### config.mk
export PLATFORM = sky130hd
export DESIGN_NAME = rle_with_sequences_decoder_unit
export DESIGN_NICKNAME = d
export VERILOG_FILES = /design/src/design/rlesd_pkg.sv /design/src/design/rle_with_sequences_decoder_unit.sv /design/src/design/rlesd_step.sv
export SDC_FILE = /design/constraint.sdc
export NUM_CORES = 1
export LEC_CHECK = 0
export ABC_AREA = 1
export BUFFER_PORTS_ARGS = -buffer_cell sky130_fd_sc_hd__buf_2
export CAP_MARGIN = 15
export CORE_MARGIN = 10
export CORE_UTILIZATION = 34
export CTS_BUF_LIST = sky130_fd_sc_hd__clkbuf_16
export CTS_CLUSTER_SIZE = 14
export DETAILED_ROUTE_END_ITERATION = 10
export HOLD_SLACK_MARGIN = 0.15
export SLEW_MARGIN = 20
export SYNTH_ARGS = -nofsm -noshare
export SYNTH_HDL_FRONTEND = slang
export SYNTH_HIERARCHICAL = 1
export SYNTH_SLANG_ARGS = --single-unit
export TNS_END_PERCENT = 50
### constraint.sdc
create_clock -name clk -period 2.9 [get_ports clk]
set_input_delay 0.58 -clock clk [delete_from_list [all_inputs] [get_ports clk]]
set_output_delay 0.58 -clock clk [all_outputs]
set_load 0.005 [all_outputs]
### src/design/rlesd_pkg.sv
// ----------------------------------------------------------------------------
// rlesd_pkg
// Types and constants shared by the run-length decoder with delta runs.
// ----------------------------------------------------------------------------
`default_nettype none

package rlesd_pkg;

  // width of the reported decoded-byte count
  localparam int unsigned DCOUNT_WIDTH = 32;

  // header byte layout
  localparam int unsigned CODE_SHIFT = 6;
  localparam logic [5:0]  COUNT_MASK = 6'd63;

  // token codes from the header
  localparam logic [1:0] KIND_LITERAL = 2'd0;
  localparam logic [1:0] KIND_REPEAT  = 2'd1;
  localparam logic [1:0] KIND_DOWN    = 2'd2;
  localparam logic [1:0] KIND_UP      = 2'd3;

  // decoder sequencer states
  typedef enum logic [1:0] {
    ST_HEADER  = 2'd0,
    ST_LITERAL = 2'd1,
    ST_VALUE   = 2'd2,
    ST_RUN     = 2'd3
  } rlesd_state_t;

  // control for the shared step unit
  typedef struct packed {
    logic [1:0] kind;
    logic [7:0] value;
  } rlesd_step_req_t;

endpackage

`default_nettype wire

### src/design/rle_with_sequences_decoder_unit.sv
// ----------------------------------------------------------------------------
// rle_with_sequences_decoder_unit
// Run-length decoder with literal, repeat, count-down and count-up runs.
// ----------------------------------------------------------------------------
// Usage:
//   input channel  : in_valid / in_stall, one compressed byte per request,
//                    with in_end_of_block on the final byte of a block
//   output channel : out_valid / out_stall, one decoded byte per request,
//                    with run_last, block_end and a saturating byte count
// Token handling and throughput:
//   a header byte gives no result
//   a literal byte's result appears in the cycle after it is taken
//   a run value byte is taken, then the run of N bytes (1 to 64)
//   leaves at one byte per cycle unless the receiver stalls; in_stall
//   stays high until the run ends, the step unit giving each next byte
// Reset (rst_n low, synchronous): the decoder expects a header, counts
//   are cleared and the output register is empty.
// Receiver stall: the output register holds its request; input is taken
//   only when that register is free or being emptied, and run output
//   pauses until the receiver takes the pending byte.
// ----------------------------------------------------------------------------
`default_nettype none

module rle_with_sequences_decoder_unit #(
  parameter int unsigned COUNT_WIDTH = 32
) (
  input  wire logic        clk,
  input  wire logic        rst_n,
  // compressed input
  input  wire logic        in_valid,
  output logic             in_stall,
  input  wire logic [7:0]  in_compressed_byte,
  input  wire logic        in_end_of_block,
  // decoded output
  output logic             out_valid,
  input  wire logic        out_stall,
  output logic [7:0]       out_byte,
  output logic             out_run_last,
  output logic             out_block_end,
  output logic [rlesd_pkg::DCOUNT_WIDTH-1:0] out_decoded_count
);
  import rlesd_pkg::*;

  // sequencer and token state
  rlesd_state_t           state_r, state_nxt;
  logic [1:0]             kind_r;
  logic [6:0]             rem_r;
  logic [7:0]             val_r;
  logic                   eob_r;
  logic [COUNT_WIDTH-1:0] total_r;

  // output register
  logic                   out_valid_r;
  logic [7:0]             out_byte_r;
  logic                   out_run_last_r;
  logic                   out_block_end_r;
  logic [DCOUNT_WIDTH-1:0] out_count_r;

  // handshake and control
  logic                   can_load;
  logic                   in_acc;
  logic                   run_fire;
  logic                   rem_one;
  logic                   load_out;
  logic [7:0]             load_byte;
  logic                   load_bend;
  logic [1:0]             hdr_code;

  // shared step unit
  rlesd_step_req_t        step_req;
  logic [7:0]             step_value;
  logic [COUNT_WIDTH-1:0] step_count;
  logic [DCOUNT_WIDTH-1:0] step_count_low;

  // handshake
  assign can_load = !out_valid_r || !out_stall;
  assign in_stall = (state_r == ST_RUN) || !can_load;
  assign in_acc   = in_valid && !in_stall;
  assign run_fire = (state_r == ST_RUN) && can_load;
  assign rem_one  = (rem_r == 7'd1);
  assign hdr_code = in_compressed_byte[CODE_SHIFT +: 2];

  assign step_req.kind  = kind_r;
  assign step_req.value = val_r;

  rlesd_step #(
    .COUNT_WIDTH (COUNT_WIDTH)
  ) u_step (
    .req       (step_req),
    .count     (total_r),
    .value_nxt (step_value),
    .count_nxt (step_count)
  );

  // low bits of the count as reported
  if (COUNT_WIDTH >= DCOUNT_WIDTH) begin : g_cnt_wide
    assign step_count_low = step_count[DCOUNT_WIDTH-1:0];
  end else begin : g_cnt_narrow
    assign step_count_low = {{(DCOUNT_WIDTH-COUNT_WIDTH){1'b0}}, step_count};
  end

  // next state
  always_comb begin
    state_nxt = state_r;
    case (state_r)
      ST_HEADER: begin
        if (in_acc && !in_end_of_block) begin
          state_nxt = (hdr_code == KIND_LITERAL) ? ST_LITERAL : ST_VALUE;
        end
      end
      ST_LITERAL: begin
        if (in_acc && (in_end_of_block || rem_one)) begin
          state_nxt = ST_HEADER;
        end
      end
      ST_VALUE: begin
        if (in_acc) begin
          state_nxt = ST_RUN;
        end
      end
      ST_RUN: begin
        if (run_fire && rem_one) begin
          state_nxt = ST_HEADER;
        end
      end
      default: state_nxt = ST_HEADER;
    endcase
  end

  // output load selection
  always_comb begin
    load_out  = 1'b0;
    load_byte = val_r;
    load_bend = 1'b0;
    case (state_r)
      ST_LITERAL: begin
        load_out  = in_acc;
        load_byte = in_compressed_byte;
        load_bend = in_end_of_block;
      end
      ST_RUN: begin
        load_out  = run_fire;
        load_byte = val_r;
        load_bend = rem_one && eob_r;
      end
      default: begin
        load_out  = 1'b0;
        load_byte = val_r;
        load_bend = 1'b0;
      end
    endcase
  end

  // sequencer state
  always_ff @(posedge clk) begin
    if (!rst_n) begin
      state_r <= ST_HEADER;
    end else begin
      state_r <= state_nxt;
    end
  end

  // token state and running count
  always_ff @(posedge clk) begin
    if (!rst_n) begin
      kind_r  <= KIND_LITERAL;
      rem_r   <= 7'd0;
      total_r <= '0;
      eob_r   <= 1'b0;
    end else begin
      case (state_r)
        ST_HEADER: begin
          if (in_acc) begin
            if (in_end_of_block) begin
              kind_r  <= KIND_LITERAL;
              rem_r   <= 7'd0;
              total_r <= '0;
            end else begin
              kind_r <= hdr_code;
              rem_r  <= {1'b0, in_compressed_byte[5:0] & COUNT_MASK} + 7'd1;
            end
          end
        end
        ST_LITERAL: begin
          if (in_acc) begin
            if (in_end_of_block) begin
              kind_r  <= KIND_LITERAL;
              rem_r   <= 7'd0;
              total_r <= '0;
            end else begin
              rem_r   <= rem_r - 7'd1;
              total_r <= step_count;
            end
          end
        end
        ST_VALUE: begin
          if (in_acc) begin
            eob_r <= in_end_of_block;
          end
        end
        ST_RUN: begin
          if (run_fire) begin
            rem_r <= rem_r - 7'd1;
            if (rem_one && eob_r) begin
              kind_r  <= KIND_LITERAL;
              total_r <= '0;
            end else begin
              total_r <= step_count;
            end
          end
        end
        default: begin
          rem_r <= 7'd0;
        end
      endcase
    end
  end

  // run value register
  always_ff @(posedge clk) begin
    if (state_r == ST_VALUE && in_acc) begin
      val_r <= in_compressed_byte;
    end else if (run_fire) begin
      val_r <= step_value;
    end
  end

  // output register valid
  always_ff @(posedge clk) begin
    if (!rst_n) begin
      out_valid_r <= 1'b0;
    end else if (load_out) begin
      out_valid_r <= 1'b1;
    end else if (!out_stall) begin
      out_valid_r <= 1'b0;
    end
  end

  // output register payload
  always_ff @(posedge clk) begin
    if (load_out) begin
      out_byte_r      <= load_byte;
      out_run_last_r  <= (state_r == ST_LITERAL) || rem_one;
      out_block_end_r <= load_bend;
      out_count_r     <= step_count_low;
    end
  end

  assign out_valid         = out_valid_r;
  assign out_byte          = out_byte_r;
  assign out_run_last      = out_run_last_r;
  assign out_block_end     = out_block_end_r;
  assign out_decoded_count = out_count_r;

endmodule

`default_nettype wire

### src/design/rlesd_step.sv
// ----------------------------------------------------------------------------
// rlesd_step
// Shared step unit: advances the run value by the token delta and bumps
// the saturating decoded-byte count, once per emitted byte.
// ----------------------------------------------------------------------------
`default_nettype none

module rlesd_step #(
  parameter int unsigned COUNT_WIDTH = 32
) (
  input  wire rlesd_pkg::rlesd_step_req_t req,
  input  wire logic [COUNT_WIDTH-1:0]     count,
  output logic [7:0]                      value_nxt,
  output logic [COUNT_WIDTH-1:0]          count_nxt
);
  import rlesd_pkg::*;

  // next byte of the run, modulo 256
  always_comb begin
    case (req.kind)
      KIND_DOWN: value_nxt = req.value - 8'd1;
      KIND_UP:   value_nxt = req.value + 8'd1;
      default:   value_nxt = req.value;
    endcase
  end

  // saturating count
  assign count_nxt = (&count) ? count : count + {{(COUNT_WIDTH-1){1'b0}}, 1'b1};

endmodule

`default_nettype wire

# Word-level counts from Yosys, hierarchy flattened
# Index checks and enable logic that the tools add are counted.
# totals
register_bits	95
inputBits	13
out_inout_bits	44
wordCells	96
# classes
addsub	5
eq_ne	17
mux	35
n_reduce_logical	28
# ops
cell	count
32-bit two-way mux	7
32-bit case mux with 3 select lines	1
7-bit two-way mux	5
32-bit by 1-bit adder with 32-bit output, second input constant	1
32-bit AND reduction	1
8-bit two-way mux	3
2-bit two-way mux	11
7-bit case mux with 3 select lines	1
2-bit inequality test, second input constant	8
8-bit case mux with 2 select lines	1
8-bit by 1-bit adder with 8-bit output, second input constant	1
2-bit equality test, second input constant	4
2-bit case mux with 4 select lines	1
4-bit AND reduction	2
8-bit by 1-bit subtractor with 8-bit output, second input constant	1
6-bit by 1-bit adder with 7-bit output, second input constant	1
7-bit by 1-bit equality test with 1-bit output, second input constant	1
1-bit logical AND	7
7-bit by 1-bit subtractor with 7-bit output, second input constant	1
2-bit by 1-bit inequality test with 1-bit output, second input constant	3
2-bit case mux with 3 select lines	1
6-bit AND reduction	1
3-bit nonzero test	2
1-bit zero test	5
other kinds (8)	15

# Logic depth before layout (Yosys ltp)
# logic_depth
ltp_word	9
mapped_depth	12
ltp_nobuf	11

# By module
# Netlist, hierarchy kept.
# modules_own_cells
mod	n_inst	cells_each	area_per_inst_um2	seq_area_each_um2
rle_with_sequences_decoder_unit	1	400	3876.2	2402.3
rlesd_step	1	311	1521.5	0.0

# Least setup slack after synthesis
# OpenSTA, ideal clock, no wires.
# synth_timing
path_kind	input -> register
startpoint	input port out_stall
endpoint	register out_block_end_r (netlist: out_block_end) (enable)
setup_ns	0.400
arrival_ns	2.003
t_required_ns	2.500
setup_slack_ns	0.496
path_stages	5
path_buffers	0
path_cell_list	nand2_1 nand3_4 inv_1 nand2_1 nand2_1
# synth_between
elab_chain_cells	7
elab_cells_between_ends	8
cone_classes	1 x mux; 7 x reduce/logical
# synth_rtl
item	line	text
start, declared	rle_with_sequences_decoder_unit.sv:36	input wire logic out_stall,
1-bit zero test *	n/a	
1-bit logical OR *	rle_with_sequences_decoder_unit.sv:76	assign can_load = !out_valid_r || !out_stall;
1-bit zero test	rle_with_sequences_decoder_unit.sv:77	assign in_stall = (state_r == ST_RUN) || !can_load;
1-bit logical OR	rle_with_sequences_decoder_unit.sv:77	
1-bit zero test	rle_with_sequences_decoder_unit.sv:78	assign in_acc = in_valid && !in_stall;
1-bit logical AND	rle_with_sequences_decoder_unit.sv:78	
1-bit case mux with 2 select lines *	rle_with_sequences_decoder_unit.sv:135	case (state_r)
via load_out	rle_with_sequences_decoder_unit.sv:64	logic load_out;
end signal, assigned	rle_with_sequences_decoder_unit.sv:244	out_block_end_r <= load_bend;
end, declared	rle_with_sequences_decoder_unit.sv:56	logic out_block_end_r;
# Mark *: on every way through the listed nets, which the timed path passes. The rest lies on a longest branch.
# A chain may end at the register's enable or synchronous reset.

# Final worst setup path
# layout_timing
startpoint	register kind_r[1]
endpoint	register val_r[3], data pin
# layout_between
elab_chain_cells	4
elab_cells_between_ends	5
cone_classes	2 x eq/ne; 3 x mux
# layout_rtl
item	line	text
start, declared	rle_with_sequences_decoder_unit.sv:46	logic [1:0] kind_r;
start signal, assigned	rle_with_sequences_decoder_unit.sv:179	kind_r <= hdr_code;
2-bit equality test	rlesd_step.sv:20	case (req.kind)
8-bit case mux with 2 select lines *	rlesd_step.sv:20	
via step_value[3]	rle_with_sequences_decoder_unit.sv:71	logic [7:0] step_value;
8-bit two-way mux *	rle_with_sequences_decoder_unit.sv:223	end else if (run_fire) begin
8-bit two-way mux *	rle_with_sequences_decoder_unit.sv:221	if (state_r == ST_VALUE && in_acc) begin
end signal, assigned	rle_with_sequences_decoder_unit.sv:222	val_r <= in_compressed_byte;
end signal, assigned	rle_with_sequences_decoder_unit.sv:224	val_r <= step_value;
end, declared	rle_with_sequences_decoder_unit.sv:48	logic [7:0] val_r;
# Mark *: on every way through the listed nets, which the timed path passes. The rest lies on a longest branch. The select of a mux whose other input is x is not followed.

==> results.txt <==
Status = complete, no violations
Cells after Synth = 711
Seq pwr share = 0.504
Clock Sinks = 95
Achievable Freq = 0.429 GHz
Hold Violations, Final = 0
Reg-to-Reg End = val_r[3]$_DFFE_PP_
Synth Area in Simple Gates = 0.355
Clock network power share = 0.375
Crit path required time = 2.99 ns
Cts hold-fix bufs = 0
RSZ-0062 raised after global routing = false
Die area = 21300 sq um
Crit path from = kind_r[1]$_SDFFE_PN0P_
Worst Slack Setup Final = 0.569 ns
Reg2reg start = kind_r[1]$_SDFFE_PN0P_
Clk_lat worst skew = 0.35 ns
Antenna violations before repair = 0
Die W = 146 um
Core Region = 15700 sq um
R2R setup slack = 0.57 ns
Largest family of logic cells by synthesized area = simple AND/OR/NAND/NOR gates
Worst Max-Slew Pin Slew = 0.716 ns
Clock buffer depth = 2
Yosys warnings = 6
# placed instances = 964
Max Transition Viols Final = 0
N_diodes = 0
Cells on worst reg2reg path = 9
Psw = 808 uW
Area leader, netlist = edfxtp_1
Syn_area_per_cell = 7.59 sq um
Synthesized area = 5400 sq um
Vias = 4651
Netlist cell types = 35
IO Count = 57
Crit path arrival time = 2.42 ns
Critical Path Sink Type = register
Average wire per standard cell = 13.7 um
Die H = 146 um
CP startpoint kind = register
Port Buffers = 56
CTS tree = built
Synth cell count leaders = nand2_1 (219), nand3_1 (87), nor2_1 (73)
Resized cells post-CTS = 0
Sw Share = 0.272
Avg Vias per Cell = 4.75
DRC = 0
Starting density of the core = 0.344
Synth Area in XOR/XNOR = 0.0146
Syn nets = 736
Row cnt = 46
Hold Path Depth = 2
Final min period = 2.33 ns
Crit Path Max Fanout = 9
Most numerous cell in the Yosys netlist = nand2_1
Critical path class = reg2reg
Hold path startpoint = rem_r[1]$_SDFFE_PN0P_
Pleak = 2.35 nW
Gate power share = 0.121
Number of enable flip-flop cells after synthesis = 50
Max Cap Violations = 0
TritonRoute pass-1 iters = 4
Share of the synthesized area in the top cell type = 0.278
Fraction of layout cells with a size suffix above 1 = 0.139
Mux share of post-synthesis cell area = 0
Post-synth ARST share = 0
Area Growth Syn to Fin = 13.1%
Worst slew margin = 0.522
Cell Pwr Density = 487 nW/um^2
Hold crit path type = reg2reg
Period utilization = 0.804
Root Buffer = clkbuf_16
# setup viols final = 0
Place WS = 0.582 ns
Synth Area in Adders = 0.0292
Nets@finish = 784
Peak supply drop = 0.000294 V
Sequential share of the synthesized area = 0.445
Top FF cell, synth = edfxtp_1
Compound-gate portion of the synthesized area = 0.0867
Setup total negative slack = 0 ns
Gr ovfl total = 0
DR iter-0 viols = 295
H-tree Lvls = 3
P_int = 2.17 mW
First-pass GRT wire length = 22800 um
Setup Skew = 0.00910 ns
Hold Path End = rem_r[1]$_SDFFE_PN0P_
Setup Buffers After CTS = 0
Final cell count without fillers = 980
Top cells by area, synth = edfxtp_1 (28%), dfxtp_1 (17%), nand2_1 (15%)
Reg clk slew, reported paths = 0.07 ns
Final ANT Viol Nets = 0
HPWL after DPL = 9770 um
Gr usage total = 0.129
Final GP Congestion = 0.898
Largest net degree at the start of global routing = 38
WL final = 13400 um
Cts bufs inserted = 9
Flops & latches, synth = 95
Number of global-route vias before repair = 4413
==> power by group through the flow <==
stage / sequential [mW] / clock (mW) / combinational, mW
2_1_floorplan: 1.52 / 0 / 0.276
3_5_place_dp: 1.53 / 0 / 0.361
5_1_grt: 1.51 / 1.20 / 0.419
4_1_cts: 1.50 / 1.16 / 0.363
6_report: 1.50 / 1.11 / 0.359
3_3_place_gp: 1.53 / 0 / 0.361
==> per-stage QoR <==
stage | area (sq um) | total power [mW] | hold slack (ns) | utilization
2_1_floorplan | 5400 | 1.79 | 0.435 | -
3_3_place_gp | 5840 | 1.89 | 0.453 | 0.371
3_5_place_dp | 5840 | 1.89 | 0.453 | 0.371
4_1_cts | 6110 | 3.02 | 0.464 | 0.389
5_1_grt | 6110 | 3.12 | 0.499 | 0.389
6_report | 6110 | 2.97 | 0.463 | 0.389
==> worst max-delay path by stage <==
| stage | to | slack (ns) | depth (start not counted) |
|---|---|---|---|
| final | val_r[3]$_DFFE_PP_ | 0.57 | 9 |
| after global routing | val_r[3]$_DFFE_PP_ | 0.32 | 9 |
| after CTS | val_r[3]$_DFFE_PP_ | 0.57 | 9 |
| after detailed placement | val_r[3]$_DFFE_PP_ | 0.58 | 9 |
| after global placement | val_r[3]$_DFFE_PP_ | 0.63 | 9 |
| after floorplan | out_block_end$_DFFE_PP_ | 0.50 | 5 |
==> cells by family (layout without fill, tap and decap cells) <==
logic type / Yosys count / count (layout)
XOR/XNOR: 9 / 9
adder cells (fa/ha/maj): 12 / 12
AND/OR/NAND/NOR: 424 / 424
buffers and inverters: 82 / 135
flip-flops: 95 / 95
AO/OA/AOI/OAI: 89 / 89
==> state kept, by name (all words and copies together) (netlist names) <==
register / count
val_r: 8
rem_r: 7
total_r: 32
out_byte: 8
out_block_end: 1
out_valid: 1
kind_r: 2
eob_r: 1
out_run_last: 1
state_r: 2
out_decoded_count: 32
==> worst max-delay path: stages (launching register included) <==
cell	delay [ns]
dfxtp_1	0.51
nand2_1	0.33
ha_1	0.43
a21oi_1	0.15
nand2_1	0.12
or2_2	0.29
nand3_1	0.07
nand2_1	0.05
nand2_1	0.05
o21ai_0	0.08
==> cell usage in the layout (no fill, tap or decap), types with 14 or more instances in the layout <==
master	Yosys	layout
nor2_1	73	73
a21oi_1	46	46
edfxtp_1	50	50
buf_2	6	56
nand3b_1	14	14
inv_1	56	56
nand2_1	219	218
nand3_1	87	87
dfxtp_1	45	45
o21ai_0	34	34
==> routing by layer <==
| layer | wire, um | up-vias | GRT usage |
|---|---|---|---|
| li1 | - | 2437 | - |
| met1 | 6820 | 2109 | 0.176 |
| met2 | 5580 | 88 | 0.187 |
| met3 | 762 | 17 | 0.0364 |
| met4 | 285 | 0 | 0.0521 |
| met5 | 0 | - | 0 |
==> area by class of cell <==
cell class	count	area, sq um
Tap cell	216	270
Clock inverter	7	46.3
Clock buffer	9	225
Fill cell	1656	9610
Timing Repair Buffer	59	315
Multi-Input combinational cell	534	2620
Inverter	60	225
Sequential cell	95	2400
(Power assumes the default switching activity.)
